## config.mk

```make
export PLATFORM = sky130hd
export DESIGN_NAME = button_tap_hold_classifier_flat
export DESIGN_NICKNAME = d
export VERILOG_FILES = /design/src/rtl/core/bthc_pkg.sv /design/src/rtl/core/bthc_if.sv /design/src/rtl/core/bthc_lane.sv /design/src/rtl/core/bthc_merge.sv /design/src/rtl/core/button_tap_hold_classifier.sv /design/src/flat_wrapper.sv
export SDC_FILE = /design/constraint.sdc
export NUM_CORES = 1
export LEC_CHECK = 0
export BUFFER_PORTS_ARGS = -buffer_cell sky130_fd_sc_hd__buf_2
export CAP_MARGIN = 10
export CORE_ASPECT_RATIO = 0.7
export CORE_MARGIN = 10
export CORE_UTILIZATION = 35
export DETAILED_ROUTE_END_ITERATION = 16
export HOLD_SLACK_MARGIN = 0.06
export PLACE_DENSITY_LB_ADDON = 0.1
export SYNTH_ARGS = -nofsm -noshare
export SYNTH_HDL_FRONTEND = slang
export SYNTH_SLANG_ARGS = --single-unit
```

## constraint.sdc

```tcl
create_clock -name clk -period 14.18 [get_ports clk]
set_clock_uncertainty 0.2 [all_clocks]
set_input_delay 2.836 -clock clk [delete_from_list [all_inputs] [get_ports clk]]
set_output_delay 2.836 -clock clk [all_outputs]
set_load 0.005 [all_outputs]
```

## src/rtl/core/bthc_pkg.sv

```systemverilog
package bthc_pkg;

  // Timestamp width limits; helpers work on the widest form.
  localparam int TIME_BITS_DEF = 63;
  localparam int TIME_W_MAX    = 64;
  localparam int LIMIT_W       = 24;
  localparam int CFG_IDX_W     = 2;

  localparam logic [LIMIT_W-1:0] DEBOUNCE_RST = LIMIT_W'(200 * 1000);
  localparam logic [LIMIT_W-1:0] HOLD_RST     = LIMIT_W'(600 * 1000);
  localparam logic               TWO_BTN_RST  = 1'b1;
  localparam logic               ACTIVE_RST   = 1'b0;

  typedef enum logic [1:0] {
    INTENT_NONE = 2'd0,
    INTENT_PREV = 2'd1,
    INTENT_NEXT = 2'd2
  } intent_t;

  typedef enum logic [CFG_IDX_W-1:0] {
    REG_TWO_BUTTONS  = 2'd0,
    REG_DEBOUNCE     = 2'd1,
    REG_HOLD         = 2'd2,
    REG_ACTIVE_LEVEL = 2'd3
  } cfg_reg_t;

  // Per-button status from a lane.
  typedef struct packed {
    logic down;
    logic was_down;
    logic rise;
    logic deb_ok;
  } lane_stat_t;

  // Update strobes to a lane.
  typedef struct packed {
    logic upd_down;
    logic set_press;
  } lane_ctl_t;

  // Strict elapsed test; a backwards step counts as zero elapsed.
  function automatic logic elapsed_over(input logic [TIME_W_MAX-1:0] now_v,
                                        input logic [TIME_W_MAX-1:0] then_v,
                                        input logic [LIMIT_W-1:0]    limit);
    logic [TIME_W_MAX:0] diff;
    diff = {1'b0, now_v} - {1'b0, then_v};
    return !diff[TIME_W_MAX] &&
           (diff[TIME_W_MAX-1:0] > {{(TIME_W_MAX-LIMIT_W){1'b0}}, limit});
  endfunction

endpackage

```

## src/rtl/core/bthc_if.sv

```systemverilog
interface bthc_in_if #(
  parameter int TIME_BITS = bthc_pkg::TIME_BITS_DEF
) ();
  logic                 valid;
  logic                 ready;
  logic                 cmd;
  logic [TIME_BITS-1:0] now_us;
  logic                 level_a;
  logic                 level_b;

  modport source (output valid, cmd, now_us, level_a, level_b, input ready);
  modport sink   (input valid, cmd, now_us, level_a, level_b, output ready);
endinterface

interface bthc_out_if ();
  logic       valid;
  logic       ready;
  logic [1:0] intent;

  modport source (output valid, intent, input ready);
  modport sink   (input valid, intent, output ready);
endinterface

```

## src/rtl/core/bthc_lane.sv

```systemverilog
module bthc_lane #(
  parameter int TIME_BITS = bthc_pkg::TIME_BITS_DEF
) (
  input  logic                          clk,
  input  logic                          rst_n,
  input  logic [TIME_BITS-1:0]          now,
  input  logic                          level,
  input  logic                          active_level,
  input  logic [bthc_pkg::LIMIT_W-1:0]  debounce_time,
  input  bthc_pkg::lane_ctl_t           ctl,
  output bthc_pkg::lane_stat_t          stat
);
  import bthc_pkg::*;

  logic                 was_down_r;
  logic [TIME_BITS-1:0] last_press_r;
  logic                 down;

  assign down = (level == active_level);

  always_comb begin
    stat.down     = down;
    stat.was_down = was_down_r;
    stat.rise     = down & ~was_down_r;
    stat.deb_ok   = elapsed_over(TIME_W_MAX'(now), TIME_W_MAX'(last_press_r), debounce_time);
  end

  always_ff @(posedge clk) begin
    if (!rst_n) begin
      was_down_r   <= 1'b0;
      last_press_r <= '0;
    end else begin
      if (ctl.upd_down) begin
        was_down_r <= down;
      end
      if (ctl.set_press) begin
        last_press_r <= now;
      end
    end
  end

endmodule

```

## src/rtl/core/bthc_merge.sv

```systemverilog
module bthc_merge #(
  parameter int TIME_BITS = bthc_pkg::TIME_BITS_DEF
) (
  input  logic                          clk,
  input  logic                          rst_n,
  input  logic                          acc,
  input  logic                          cmd,
  input  logic                          two_buttons,
  input  logic [bthc_pkg::LIMIT_W-1:0]  hold_time,
  input  logic [TIME_BITS-1:0]          now,
  input  bthc_pkg::lane_stat_t          stat_a,
  input  bthc_pkg::lane_stat_t          stat_b,
  output bthc_pkg::lane_ctl_t           ctl_a,
  output bthc_pkg::lane_ctl_t           ctl_b,
  output bthc_pkg::intent_t             intent
);
  import bthc_pkg::*;

  logic [TIME_BITS-1:0] press_start_r;
  logic                 hold_rep_r;
  logic                 poll;
  logic                 fire_a;
  logic                 fire_b;
  logic                 hold_ok;
  logic                 hold_hit;
  logic                 start_press;

  assign poll    = acc & ~cmd;
  assign fire_a  = stat_a.rise & stat_a.deb_ok;
  assign fire_b  = stat_b.rise & stat_b.deb_ok;
  assign hold_ok = elapsed_over(TIME_W_MAX'(now), TIME_W_MAX'(press_start_r), hold_time);
  // held past the limit, not yet reported
  assign hold_hit    = stat_a.down & stat_a.was_down & ~hold_rep_r & hold_ok;
  assign start_press = poll & ~two_buttons & fire_a;

  always_comb begin
    ctl_a.upd_down  = acc;
    ctl_a.set_press = poll & fire_a;
    // B keeps its level on a poll where A fires
    ctl_b.upd_down  = acc & two_buttons & (cmd | ~fire_a);
    ctl_b.set_press = poll & two_buttons & ~fire_a & fire_b;
  end

  always_comb begin
    intent = INTENT_NONE;
    if (!cmd) begin
      if (two_buttons) begin
        if (fire_a) begin
          intent = INTENT_PREV;
        end else if (fire_b) begin
          intent = INTENT_NEXT;
        end
      end else if (hold_hit) begin
        intent = INTENT_PREV;
      end else if (!stat_a.down && stat_a.was_down && !hold_rep_r) begin
        intent = INTENT_NEXT;
      end
    end
  end

  always_ff @(posedge clk) begin
    if (!rst_n) begin
      press_start_r <= '0;
      hold_rep_r    <= 1'b0;
    end else begin
      if (start_press) begin
        press_start_r <= now;
        hold_rep_r    <= 1'b0;
      end else if (poll && !two_buttons && hold_hit) begin
        hold_rep_r <= 1'b1;
      end
    end
  end

endmodule

```

## src/rtl/core/button_tap_hold_classifier.sv

```systemverilog
// Button tap/hold classifier. Each input item is a poll or a capture with a
// microsecond timestamp and the raw levels of pins A and B; every item gives
// exactly one result item carrying an intent (none, previous, next). Two
// lanes, one per button, hold that button's stored pressed flag and last
// press time and run its debounce test; a merge stage holds the hold timer
// state, picks the intent and steers which lane state updates. One item is
// accepted per clock: all state for the next item settles in the accepting cycle,
// and the result is in the output register the cycle after. The only stall is a
// result still waiting there, so throughput is one item per cycle while the sink
// keeps taking results. Registers are written through cfg_we/cfg_idx/cfg_wdata
// (0 two_buttons, 1 debounce_time, 2 hold_time, 3 active_level) by the user only
// while no item is in flight; the block itself does not enforce it. Timestamps
// must not wrap; a time earlier than the stored one counts as no time elapsed.
module button_tap_hold_classifier #(
  parameter int TIME_BITS = bthc_pkg::TIME_BITS_DEF
) (
  input  logic                           clk,
  input  logic                           rst_n,
  bthc_in_if.sink                        in_ch,
  bthc_out_if.source                     out_ch,
  input  logic                           cfg_we,
  input  logic [bthc_pkg::CFG_IDX_W-1:0] cfg_idx,
  input  logic [bthc_pkg::LIMIT_W-1:0]   cfg_wdata
);
  import bthc_pkg::*;

  // configuration
  logic               two_buttons_r;
  logic [LIMIT_W-1:0] debounce_r;
  logic [LIMIT_W-1:0] hold_r;
  logic               active_level_r;

  // output register
  logic    out_valid_r;
  logic    out_valid_nxt;
  intent_t out_intent_r;

  logic       acc;
  lane_stat_t stat_a;
  lane_stat_t stat_b;
  lane_ctl_t  ctl_a;
  lane_ctl_t  ctl_b;
  intent_t    intent;

  // take a new item whenever the output slot is free or being drained
  assign in_ch.ready   = ~out_valid_r | out_ch.ready;
  assign acc           = in_ch.valid & in_ch.ready;
  assign out_valid_nxt = acc | (out_valid_r & ~out_ch.ready);

  assign out_ch.valid  = out_valid_r;
  assign out_ch.intent = out_intent_r;

  always_ff @(posedge clk) begin
    if (!rst_n) begin
      two_buttons_r  <= TWO_BTN_RST;
      debounce_r     <= DEBOUNCE_RST;
      hold_r         <= HOLD_RST;
      active_level_r <= ACTIVE_RST;
    end else if (cfg_we) begin
      case (cfg_reg_t'(cfg_idx))
        REG_TWO_BUTTONS:  two_buttons_r  <= cfg_wdata[0];
        REG_DEBOUNCE:     debounce_r     <= cfg_wdata;
        REG_HOLD:         hold_r         <= cfg_wdata;
        REG_ACTIVE_LEVEL: active_level_r <= cfg_wdata[0];
        default: ;
      endcase
    end
  end

  always_ff @(posedge clk) begin
    if (!rst_n) begin
      out_valid_r <= 1'b0;
    end else begin
      out_valid_r <= out_valid_nxt;
    end
  end

  always_ff @(posedge clk) begin
    if (acc) begin
      out_intent_r <= intent;
    end
  end

  // lane A: button A (the only button in one-button mode)
  bthc_lane #(.TIME_BITS(TIME_BITS)) u_lane_a (
    .clk           (clk),
    .rst_n         (rst_n),
    .now           (in_ch.now_us),
    .level         (in_ch.level_a),
    .active_level  (active_level_r),
    .debounce_time (debounce_r),
    .ctl           (ctl_a),
    .stat          (stat_a)
  );

  // lane B: button B, two-button mode only
  bthc_lane #(.TIME_BITS(TIME_BITS)) u_lane_b (
    .clk           (clk),
    .rst_n         (rst_n),
    .now           (in_ch.now_us),
    .level         (in_ch.level_b),
    .active_level  (active_level_r),
    .debounce_time (debounce_r),
    .ctl           (ctl_b),
    .stat          (stat_b)
  );

  // priority of A over B, hold timing, release detection
  bthc_merge #(.TIME_BITS(TIME_BITS)) u_merge (
    .clk         (clk),
    .rst_n       (rst_n),
    .acc         (acc),
    .cmd         (in_ch.cmd),
    .two_buttons (two_buttons_r),
    .hold_time   (hold_r),
    .now         (in_ch.now_us),
    .stat_a      (stat_a),
    .stat_b      (stat_b),
    .ctl_a       (ctl_a),
    .ctl_b       (ctl_b),
    .intent      (intent)
  );

endmodule

```

## src/flat_wrapper.sv

```systemverilog
// flat-port wrapper written by rule: the top's interface ports become plain ports
module button_tap_hold_classifier_flat import bthc_pkg::*;
#(
  parameter int TIME_BITS = bthc_pkg::TIME_BITS_DEF
)
  (clk, rst_n, cfg_we, cfg_idx, cfg_wdata, in_ch_valid, in_ch_cmd, in_ch_now_us, in_ch_level_a, in_ch_level_b, in_ch_ready, out_ch_valid, out_ch_intent, out_ch_ready);
  bthc_in_if #(.TIME_BITS(TIME_BITS)) in_ch_i ();
  bthc_out_if out_ch_i ();
  input  logic clk;
  input  logic rst_n;
  input  logic cfg_we;
  input  logic [bthc_pkg::CFG_IDX_W-1:0] cfg_idx;
  input  logic [bthc_pkg::LIMIT_W-1:0] cfg_wdata;
  input wire logic [$bits(in_ch_i.valid)-1:0] in_ch_valid;
  input wire logic [$bits(in_ch_i.cmd)-1:0] in_ch_cmd;
  input wire logic [$bits(in_ch_i.now_us)-1:0] in_ch_now_us;
  input wire logic [$bits(in_ch_i.level_a)-1:0] in_ch_level_a;
  input wire logic [$bits(in_ch_i.level_b)-1:0] in_ch_level_b;
  output wire logic [$bits(in_ch_i.ready)-1:0] in_ch_ready;
  output wire logic [$bits(out_ch_i.valid)-1:0] out_ch_valid;
  output wire logic [$bits(out_ch_i.intent)-1:0] out_ch_intent;
  input wire logic [$bits(out_ch_i.ready)-1:0] out_ch_ready;
  assign in_ch_i.valid = in_ch_valid;
  assign in_ch_i.cmd = in_ch_cmd;
  assign in_ch_i.now_us = in_ch_now_us;
  assign in_ch_i.level_a = in_ch_level_a;
  assign in_ch_i.level_b = in_ch_level_b;
  assign in_ch_ready = in_ch_i.ready;
  assign out_ch_valid = out_ch_i.valid;
  assign out_ch_intent = out_ch_i.intent;
  assign out_ch_i.ready = out_ch_ready;
  button_tap_hold_classifier #(.TIME_BITS(TIME_BITS)) u_core (.clk(clk), .rst_n(rst_n), .in_ch(in_ch_i), .out_ch(out_ch_i), .cfg_we(cfg_we), .cfg_idx(cfg_idx), .cfg_wdata(cfg_wdata));
endmodule
```

# ---- Word-level counts from Yosys, hierarchy flattened
# Cells that the tools add are included.
dict set report totals {
  register_bits 245
  input_bits 97
  output_inout_bits 4
  word_cells 77
}
dict set report op_classes {
  addsub 3
  order_cmp 3
  n_eq_ne 5
  muxes 5
  bitwise_logic 30
  n_reduce_logical 19
}
# operator n
set op_table {}
lappend op_table {{greater-than comparator 64 x 24 -> 1 bit} 3}
lappend op_table {{subtractor 63 x 63 -> 64 bit} 3}
lappend op_table {{bitwise AND 1 bit} 18}
lappend op_table {{two-way mux 2 bit} 5}
lappend op_table {{NOT 1 bit} 9}
lappend op_table {{AND reduction 2 bit} 4}
lappend op_table {{logical AND 1 bit} 7}
lappend op_table {{zero test 1 bit} 6}
lappend op_table {{== test 2 bit (second input constant)} 2}
lappend op_table {{OR 1 bit} 3}
lappend op_table {{== test 1 bit} 2}
lappend op_table {{== test 2 x 1 -> 1 bit (second input constant)} 1}
lappend op_table {{zero test 2 bit} 1}
lappend op_table {{OR reduction 2 bit} 1}

# ---- Logic depth before layout (Yosys ltp)
# Gate-level depths: netlist (run 1).
dict set report logic_depth {
  word_depth 7
  ltp_mapped 26
  ltp_nobuf 24
}

# ---- Cells and area by module
# Synthesis (run 1) repeated with hierarchy kept, for this count alone.
dict set report unflattened {
  cells_unflattened 3362
  area_unflattened_um2 25105.3
}
# module instances cells_each area_each_um2 seq_area_each_um2
set by_module_without_submodules {}
lappend by_module_without_submodules {bthc_merge 1 1131 7852.5 1281.2}
lappend by_module_without_submodules {{bthc_lane at u_core.u_lane_a} 1 1023 7632.3 1281.2}
lappend by_module_without_submodules {{bthc_lane at u_core.u_lane_b} 1 997 7502.2 1281.2}
lappend by_module_without_submodules {button_tap_hold_classifier 1 211 2118.3 1081.0}

# ---- Least setup slack after synthesis (run 1)
# Ideal clock, no wire load.
dict set report synth_path {
  path_type {in2reg}
  from {input port in_ch_now_us[0]}
  to {register u_core.u_lane_b.last_press_r[0]}
  setup_time_ps 72
  t_arrival_ps 7786
  t_required_ps 13908
  setup_slack_ps 6122
  cell_stages 24
  path_buffers 2
  path_cell_list {inv_1 -> ha_1 -> inv_1 -> fa_1 -> a21o_1 -> a221oi_2 -> or4_4 -> nand3b_1 -> a21oi_1 -> xnor2_1 -> ha_1 -> and2_1 -> a221o_1 -> a221oi_1 -> nor2_1 -> nand4b_1 -> a2111oi_0 -> o2111ai_1 -> or4_1 -> or4_4 -> nand4b_2 -> buf_12 -> buf_12 -> mux2i_1}
}
dict set report synth_between {
  elab_chain_len 7
}
# element line
set synth_lines {}
lappend synth_lines {{start: declaration} flat_wrapper.sv:16} ;# input wire logic [$bits(in_ch_i.now_us)-1:0] in_ch_now_us;
lappend synth_lines {{subtractor 63 x 63 -> 64 bit} bthc_pkg.sv:46} ;# diff = {1'b0, now_v} - {1'b0, then_v};
lappend synth_lines {{greater-than comparator 64 x 24 -> 1 bit / zero test 1 bit (equally long branches)} {bthc_pkg.sv:48, bthc_pkg.sv:47}}
lappend synth_lines {{logical AND 1 bit} bthc_pkg.sv:47} ;# return !diff[TIME_W_MAX] &&
lappend synth_lines {{bitwise AND 1 bit} bthc_merge.sv:29} ;# assign fire_a = stat_a.rise & stat_a.deb_ok;
lappend synth_lines {{NOT 1 bit} bthc_merge.sv:41} ;# ctl_b.set_press = poll & two_buttons & ~fire_a & fire_b;
lappend synth_lines {{bitwise AND 1 bit (2 in a row)} bthc_merge.sv:41}
lappend synth_lines {{end signal: assignment} bthc_lane.sv:37} ;# last_press_r <= now;
lappend synth_lines {{end: declaration} bthc_lane.sv:16} ;# logic [TIME_BITS-1:0] last_press_r;
# Parallel ways exist; a longest one is shown, timed or not.
# A chain may end at the register's enable or synchronous reset.

# ---- Worst setup path after layout (run 1)
dict set report layout_path {
  from {input port in_ch_now_us[4]}
  to {register u_core.u_lane_b.last_press_r[50]}
}
dict set report layout_between {
  elab_chain_len 7
}
# element line
set layout_lines {}
lappend layout_lines {{subtractor 63 x 63 -> 64 bit} bthc_pkg.sv:46}
lappend layout_lines {{greater-than comparator 64 x 24 -> 1 bit / zero test 1 bit (equally long branches)} {bthc_pkg.sv:48, bthc_pkg.sv:47}}
lappend layout_lines {{logical AND 1 bit} bthc_pkg.sv:47}
lappend layout_lines {{bitwise AND 1 bit} bthc_merge.sv:29}
lappend layout_lines {{NOT 1 bit} bthc_merge.sv:41}
lappend layout_lines {{bitwise AND 1 bit} bthc_merge.sv:41}
lappend layout_lines {{bitwise AND 1 bit (*)} bthc_merge.sv:41}
# Every way passes the cells marked *; elsewhere a longest branch is shown, timed or not.

==> qor.yml, run 1 <==
power:
  p_sw_share_pct: 37.3
  combPwrFrac_pct: 32.5
  switchingPower_mw: 0.845
  p_total_mw: 2.26
  seqPwrFrac_pct: 31.6
  clock_power_share_pct: 35.9
  ir_worst_vdd_v: 0.0000928
  p_int_mw: 1.42
  powerDensity_nw_per_um2: 85.3
  power.leakage_nw: 10.3
setup_path:
  end_kind: "flop"
  critPathMostFrequentCell: "ha_1"
  start_kind: "primary input"
  endpoint: "u_core.u_lane_b.last_press_r[50]$_SDFFE_PN0P_"
  critPathKind: "in -> reg"
  r2r_setup_slack_ps: 6940
  cp_max_fo: 53
  cp_slowest_cell: "buf_4"
  arrival_ps: 9590
  critPathRequiredTime_ps: 14520
  r2r_start: "u_core.u_lane_b.last_press_r[4]$_SDFFE_PN0P_"
  critPathMaxStageDelay_ps: 820
  startpoint: "in_ch_now_us[4]"
  regToRegEndpoint: "u_core.u_lane_b.last_press_r[50]$_SDFFE_PN0P_"
  r2r_cells: 21
  cp_cell_sequence: "buf_2 > ha_1 > nand2_1 > a211oi_1 > o21ai_0 > o21bai_1 > a21oi_1 > xnor2_1 > ha_1 > and2_1 > a221o_1 > a221oi_1 > nor2_1 > nand4b_1 > a2111oi_0 > o2111ai_1 > or4_1 > or4_4 > nand4b_4 > buf_4 > mux2i_1"
cts:
  cts_resized: 0
  cts_tree: "built"
  path_clk_slew_ps: 60
  clkLatencyLatePin_ps: 630
  cts_root_buffer: "clkbuf_16"
  numCtsBuffers: 30
  clkSinkCount: 245
  htree_levels: 1
  cts_buffer_depth: 3
  postCtsSetupRepairBufs: 0
  holdBufCountCts: 0
place:
  io_buffers: 100
  globalplace.congestion: 0.960
  place_area_sq_um: 25500
  dpl.hpwl_um: 87900
timing:
  slew_violations: 0
  fin_setup_tns_ps: 0
  hold_violations: 0
  tightest_slew_ps: 1110
  rsz0062_at_grt: "false"
  relSlewSlack_pct: 25.8
  period_share_pct: 65.2
  setup_viol: 0
  fin_crit_ps: 9240
  worst_hold_slack_ps: 258
  fmax_mhz: 108
floorplanning:
  die_height_um: 241
  coreArea_sq_um: 69500
  io-pin-count: 101
  die_w_um: 336
  fp-row-count: 81
  die-area_sq_um: 81100
  initial_core_util_pct: 35.2
grt:
  grt_max_degree: 113
  grt_pass1_vias: 24000
  track_usage_pct: 25.0
  grt_overflow: 0
  antenna_found_initial: 2
  grt_pass1_wl_um: 154000
finish:
  fillCellCount: 7451
  fin_nets: 3804
  syn_to_final_growth_pct: 8.35
  drive_gt1_share_pct: 5.60
  multiInputGateArea_sq_um: 17700
  final_core_util_pct: 38.2
  fin_area_sq_um: 26500
  insertedDiodeCount: 0
  area.sequential_sq_um: 4920
drt:
  initialDrtViolationCount: 2368
  drc_errors: 0
  vias: 25500
  dr_wl_met2_um: 38300
  viasPerCell: 5.82
  firstDrtPassIters: 6
  wl_met1_um: 54100
  highest_layer: "met4"
  antenna_left: 0
  wl_met3_um: 10000
  routed_wl_um: 105000
  wl_per_cell_um: 23.9
flow_run:
  cap_violations: 0
min_path:
  hold_path.class: "reg -> reg"
synthesis:
  synth-main-ff-cell: "dfxtp_1"
  synth-edff-count: 2
  postSynth.asyncResetShare_pct: 0
  ys_seq_area_share_pct: 20.1
  synth_nets: 3835
  synth_area_sq_um: 24500
  syn_inst: 3474
  yosysUniqueCellTypes: 82
  syn_avg_cell_area_sq_um: 7.05
  ys_ff_latch: 245
  yosys_warnings: 0
outcome:
  status: "completed"
-- routing by layer --
layer  up-vias  GRT usage [%]
li1      12300              -
met1     12100           38.5
met2       909           32.6
met3        99           7.44
met4         0           5.69
met5         -              0
-- layout make-up --
type | instances | area share, %
sequential | 245 | 18.6
timing repair buffer | 112 | 2.41
clock inverter | 14 | 0.731
multi-input combinational | 2773 | 66.9
clock buffer | 39 | 3.11
inverter | 281 | 3.98
tap | 913 | 4.31
-- flip-flops by register name, indices dropped and copies added (netlist names), 2 cells and up --
register	cells
u_core.debounce_r	24
u_core.u_lane_b.last_press_r	63
u_core.u_lane_a.last_press_r	63
u_core.u_merge.press_start_r	63
u_core.hold_r	24
u_core.out_ch.intent	2
-- cell usage after synthesis, types with 72 or more instances --
cell,n,area share [%]
xnor2_1,72,2.6
nor2_1,205,3.1
dfxtp_1,243,20
o21ai_0,228,4.7
nand4_1,101,2.6
clkbuf_1,159,2.4
nand3_1,128,2.6
mux2i_1,144,5.9
a21oi_1,312,6.4
ha_1,261,13
inv_1,281,4.3
nand2_1,600,9.2
-- cell families (layout without fill, tap and decap cells) --
logic type               count (synthesis)  count (layout)  share of synthesized area (%)
XOR/XNOR                               122             122                           4.36
AND/OR/NAND/NOR                       1280            1280                           24.0
adder cells (fa/ha/maj)                264             264                           13.6
buffers and inverters                  456             446                           7.50
AO/OA/AOI/OAI                          961             961                           24.5
multiplexers                           146             146                           5.98
flip-flops                             245             245                           20.1
-- per-stage QoR --
step                std cells  setup slack [ps]
finish                   4377              4940
global route             4377              4590
CTS                      4375              5110
detailed placement       4322              4460
global placement         4322              4670
floorplan                3474              6120
-- critical path: cells and delay by family --
kind | cells | cell delay (ps)
xor+xnor | 1 | 220
mux | 1 | 270
simple gates | 7 | 2000
fa+ha+maj | 2 | 710
compound gates | 8 | 2470
buf+inv | 2 | 990
-- power groups by stage --
stage          clock [mW]  combinational [mW]  sequential, mW
2_1_floorplan           0               0.475           0.727
3_3_place_gp            0               0.713           0.729
3_5_place_dp            0               0.713           0.730
4_1_cts             0.838               0.717           0.715
5_1_grt             0.861               0.805           0.716
6_report            0.813               0.736           0.715
-- how the worst min path moves through the flow --
stage / cells past startpoint / endpoint / slack [ps] / start
6_report: 2 / u_core.u_lane_a.last_press_r[37]$_SDFFE_PN0P_ / 260 / u_core.u_lane_a.last_press_r[37]$_SDFFE_PN0P_
5_1_grt: 2 / u_core.u_lane_b.last_press_r[24]$_SDFFE_PN0P_ / 270 / u_core.u_lane_b.last_press_r[24]$_SDFFE_PN0P_
4_1_cts: 2 / u_core.u_lane_a.last_press_r[37]$_SDFFE_PN0P_ / 260 / u_core.u_lane_a.last_press_r[37]$_SDFFE_PN0P_
3_5_place_dp: 2 / u_core.u_lane_a.last_press_r[62]$_SDFFE_PN0P_ / 250 / u_core.u_lane_a.last_press_r[62]$_SDFFE_PN0P_
3_3_place_gp: 2 / u_core.u_lane_a.last_press_r[33]$_SDFFE_PN0P_ / 250 / u_core.u_lane_a.last_press_r[33]$_SDFFE_PN0P_
2_1_floorplan: 2 / u_core.u_lane_a.last_press_r[10]$_SDFFE_PN0P_ / 240 / u_core.u_lane_a.last_press_r[10]$_SDFFE_PN0P_
-- layout by cell type, fill, tap and decap left out, types with 25 or more instances in the layout --
master	Yosys	final
mux2i_1	144	144
ha_1	261	261
a21oi_1	312	312
a21boi_0	49	49
inv_1	281	281
o21ai_0	228	228
o211ai_1	41	41
clkbuf_16	0	30
nor2_1	205	204
nand2_1	600	600
nor4_1	25	25
buf_2	6	99
o21bai_1	28	28
xnor2_1	72	72
nand4_1	101	101
nand2b_1	29	28
a211oi_1	34	34
o21a_1	48	48
nor3_1	59	59
nand3_1	128	128
a21o_1	45	45
dfxtp_1	243	243
xor2_1	50	50
Power figures use the tool's default switching activity.
==> inputs of run 2 (changes only) <==
- clock period: 14.18 -> 9.2 ns (I/O delays scaled with it)
==> run 2 against run 1 <==
  * Routed wire length is 4.4% lower
  * Largest power group unchanged
  * Via count increased by 0.68%
  * Sequential cell count unchanged
  * Largest cell class unchanged
  * Core utilization increased by 0.065 points
  * Critical path type unchanged
  * Cell area grew 0.17%
==> qor.yml, run 2 (same netlist as run 1, synthesis figures left out) <==
outcome:
  status: "completed"
cts:
  cts_buffer_depth: 3
  path_clk_slew_ps: 60
  postCtsSetupRepairBufs: 0
  cts_root_buffer: "clkbuf_16"
  holdBufCountCts: 0
  clkLatencyLatePin_ps: 620
  htree_levels: 1
  cts_resized: 0
  numCtsBuffers: 31
  cts_tree: "built"
  clkSinkCount: 245
min_path:
  hold_path.class: "reg -> reg"
  hold_start: "u_core.u_lane_a.last_press_r[37]$_SDFFE_PN0P_"
  whs_endpoint: "u_core.u_lane_a.last_press_r[37]$_SDFFE_PN0P_"
  holdPathStages: 2
drt:
  drc_errors: 0
  antenna_left: 0
  routed_wl_um: 100000
  vias: 25600
  firstDrtPassIters: 6
  wl_per_cell_um: 22.9
  viasPerCell: 5.85
  initialDrtViolationCount: 2826
finish:
  final_core_util_pct: 38.2
  drive_gt1_share_pct: 5.77
  layout_common_cells: "nand2_1 (600), a21oi_1 (312), inv_1 (281), ha_1 (261), dfxtp_1 (243)"
  final_common_cell: "nand2_1"
  reg_top3: "u_core.u_lane_a.last_press_r (63), u_core.u_lane_b.last_press_r (63), u_core.u_merge.press_start_r (63)"
  syn_to_final_growth_pct: 8.53
  fin_nets: 3804
setup_path:
  critPathRequiredTime_ps: 9370
  start_kind: "primary input"
  regToRegEndpoint: "u_core.out_ch.intent[0]$_SDFFCE_PP0P_"
  r2r_start: "u_core.u_merge.press_start_r[5]$_SDFFE_PN0P_"
  r2r_cells: 21
  cp_cell_sequence: "buf_2 > ha_1 > nand4_1 > or4_1 > a21oi_1 > nor3_1 > o21ai_0 > xor2_1 > ha_1 > a21oi_1 > nor2b_1 > o21ai_0 > o21ai_0 > a2bb2oi_1 > or4_1 > nor4_1 > nand4b_1 > nor4_1 > nand4_1 > a22oi_1 > nor2_1"
  critical_path_buf_inv_count: 1
  cp_top_family: "simple AND/OR/NAND/NOR gates"
  cp_slowest_cell: "or4_1"
  critPathMostFrequentCell: "o21ai_0"
  r2r_setup_slack_ps: 2360
  cp_max_fo: 6
  end_kind: "flop"
  critPathKind: "in -> reg"
  critPathMaxStageDelay_ps: 610
  arrival_ps: 8070
timing:
  worst_hold_slack_ps: 257
  fmax_mhz: 127
  relSlewSlack_pct: 17.0
  hold_violations: 0
  slew_violations: 0
  period_share_pct: 85.9
  rsz0062_at_grt: "false"
  fin_crit_ps: 7900
  tightest_slew_ps: 1240
  setup_viol: 0
  fin_setup_tns_ps: 0
grt:
  antenna_found_initial: 3
  grt_overflow: 0
  grt_pass1_vias: 23900
  track_usage_pct: 23.9
  grt_pass1_wl_um: 150000
  grt_max_degree: 213
place:
  globalplace.congestion: 1.02
  dpl.hpwl_um: 83100
  io_buffers: 100
floorplanning:
  die_height_um: 241
  die-area_sq_um: 81100
  io-pin-count: 101
  initial_core_util_pct: 35.2
  coreArea_sq_um: 69500
  die_w_um: 336
  fp-row-count: 81
power:
  power.leakage_nw: 10.4
  switchingPower_mw: 1.29
  powerDensity_nw_per_um2: 132
  seqPwrFrac_pct: 31.5
  clock_power_share_pct: 36.6
  p_int_mw: 2.20
  combPwrFrac_pct: 31.9
  p_sw_share_pct: 37.0
  ir_worst_vdd_v: 0.000154
flow_run:
  cap_violations: 0
[run 2: changes by cell type in the layout (fill, tap and decap cells not counted), moves of 2 or more]
cell / change
clkinv_2: +3
buf_16: -2
clkbuf_8: +7
buf_12: +3
buf_4: -3
diode_2: +2
bufinv_16: -2
clkbuf_1: -2
[run 2: power by group through the flow]
stage          clock network [mW]  logic (mW)  registers (mW)
2_1_floorplan                   0       0.732            1.12
3_3_place_gp                    0        1.07            1.12
3_5_place_dp                    0        1.08            1.13
4_1_cts                      1.31        1.09            1.10
5_1_grt                      1.35        1.22            1.10
6_report                     1.28        1.12            1.10
[run 2: tightest hold or removal path, cell delays in order (launching register included)]
cell	delay, ps
dfxtp_1	310
nand2_1	50
o21ai_0	60
[run 2: area by class of cell]
| type | count | area [sq um] |
|---|---|---|
| inverters | 281 | 1050 |
| fillers | 7457 | 42900 |
| well taps | 913 | 1140 |
| clock buffers | 45 | 938 |
| multi-input cells | 2773 | 17700 |
| repair buffers | 111 | 638 |
| flip-flops and latches | 245 | 4920 |
| clock inverters | 13 | 123 |
| diodes | 2 | 5.00 |
[run 2: worst max path at each step]
stage / end / slack (ps) / startpoint / cells past startpoint
floorplan: u_core.u_lane_b.last_press_r[0]$_SDFFE_PN0P_ / 2140 / in_ch_now_us[0] / 24
global placement: u_core.u_lane_b.last_press_r[57]$_SDFFE_PN0P_ / 1020 / in_ch_now_us[20] / 20
detailed placement: u_core.u_lane_b.last_press_r[41]$_SDFFE_PN0P_ / 930 / in_ch_now_us[19] / 20
CTS: u_core.u_lane_b.last_press_r[41]$_SDFFE_PN0P_ / 1540 / in_ch_now_us[4] / 21
global route: u_core.u_lane_b.last_press_r[57]$_SDFFE_PN0P_ / 1130 / in_ch_now_us[4] / 21
finish: u_core.out_ch.intent[0]$_SDFFCE_PP0P_ / 1300 / in_ch_now_us[5] / 21
[run 2: routing by layer]
metal	vias to the layer above	global-route usage, %	wire [um]
li1	12300	-	-
met1	12200	38.6	53100
met2	994	32.6	38000
met3	109	3.03	7520
met4	0	3.99	1680
met5	-	0	0
[run 2: per-stage QoR]
step | cell area, sq um | std cells | total power [mW] | worst slack (ps)
after floorplan | 24500 | 3474 | 1.85 | 2140
after global placement | 25500 | 4322 | 2.20 | 1020
after detailed placement | 25500 | 4322 | 2.21 | 929
after CTS | 26600 | 4380 | 3.50 | 1540
after global routing | 26600 | 4381 | 3.68 | 1130
final | 26600 | 4383 | 3.50 | 1300
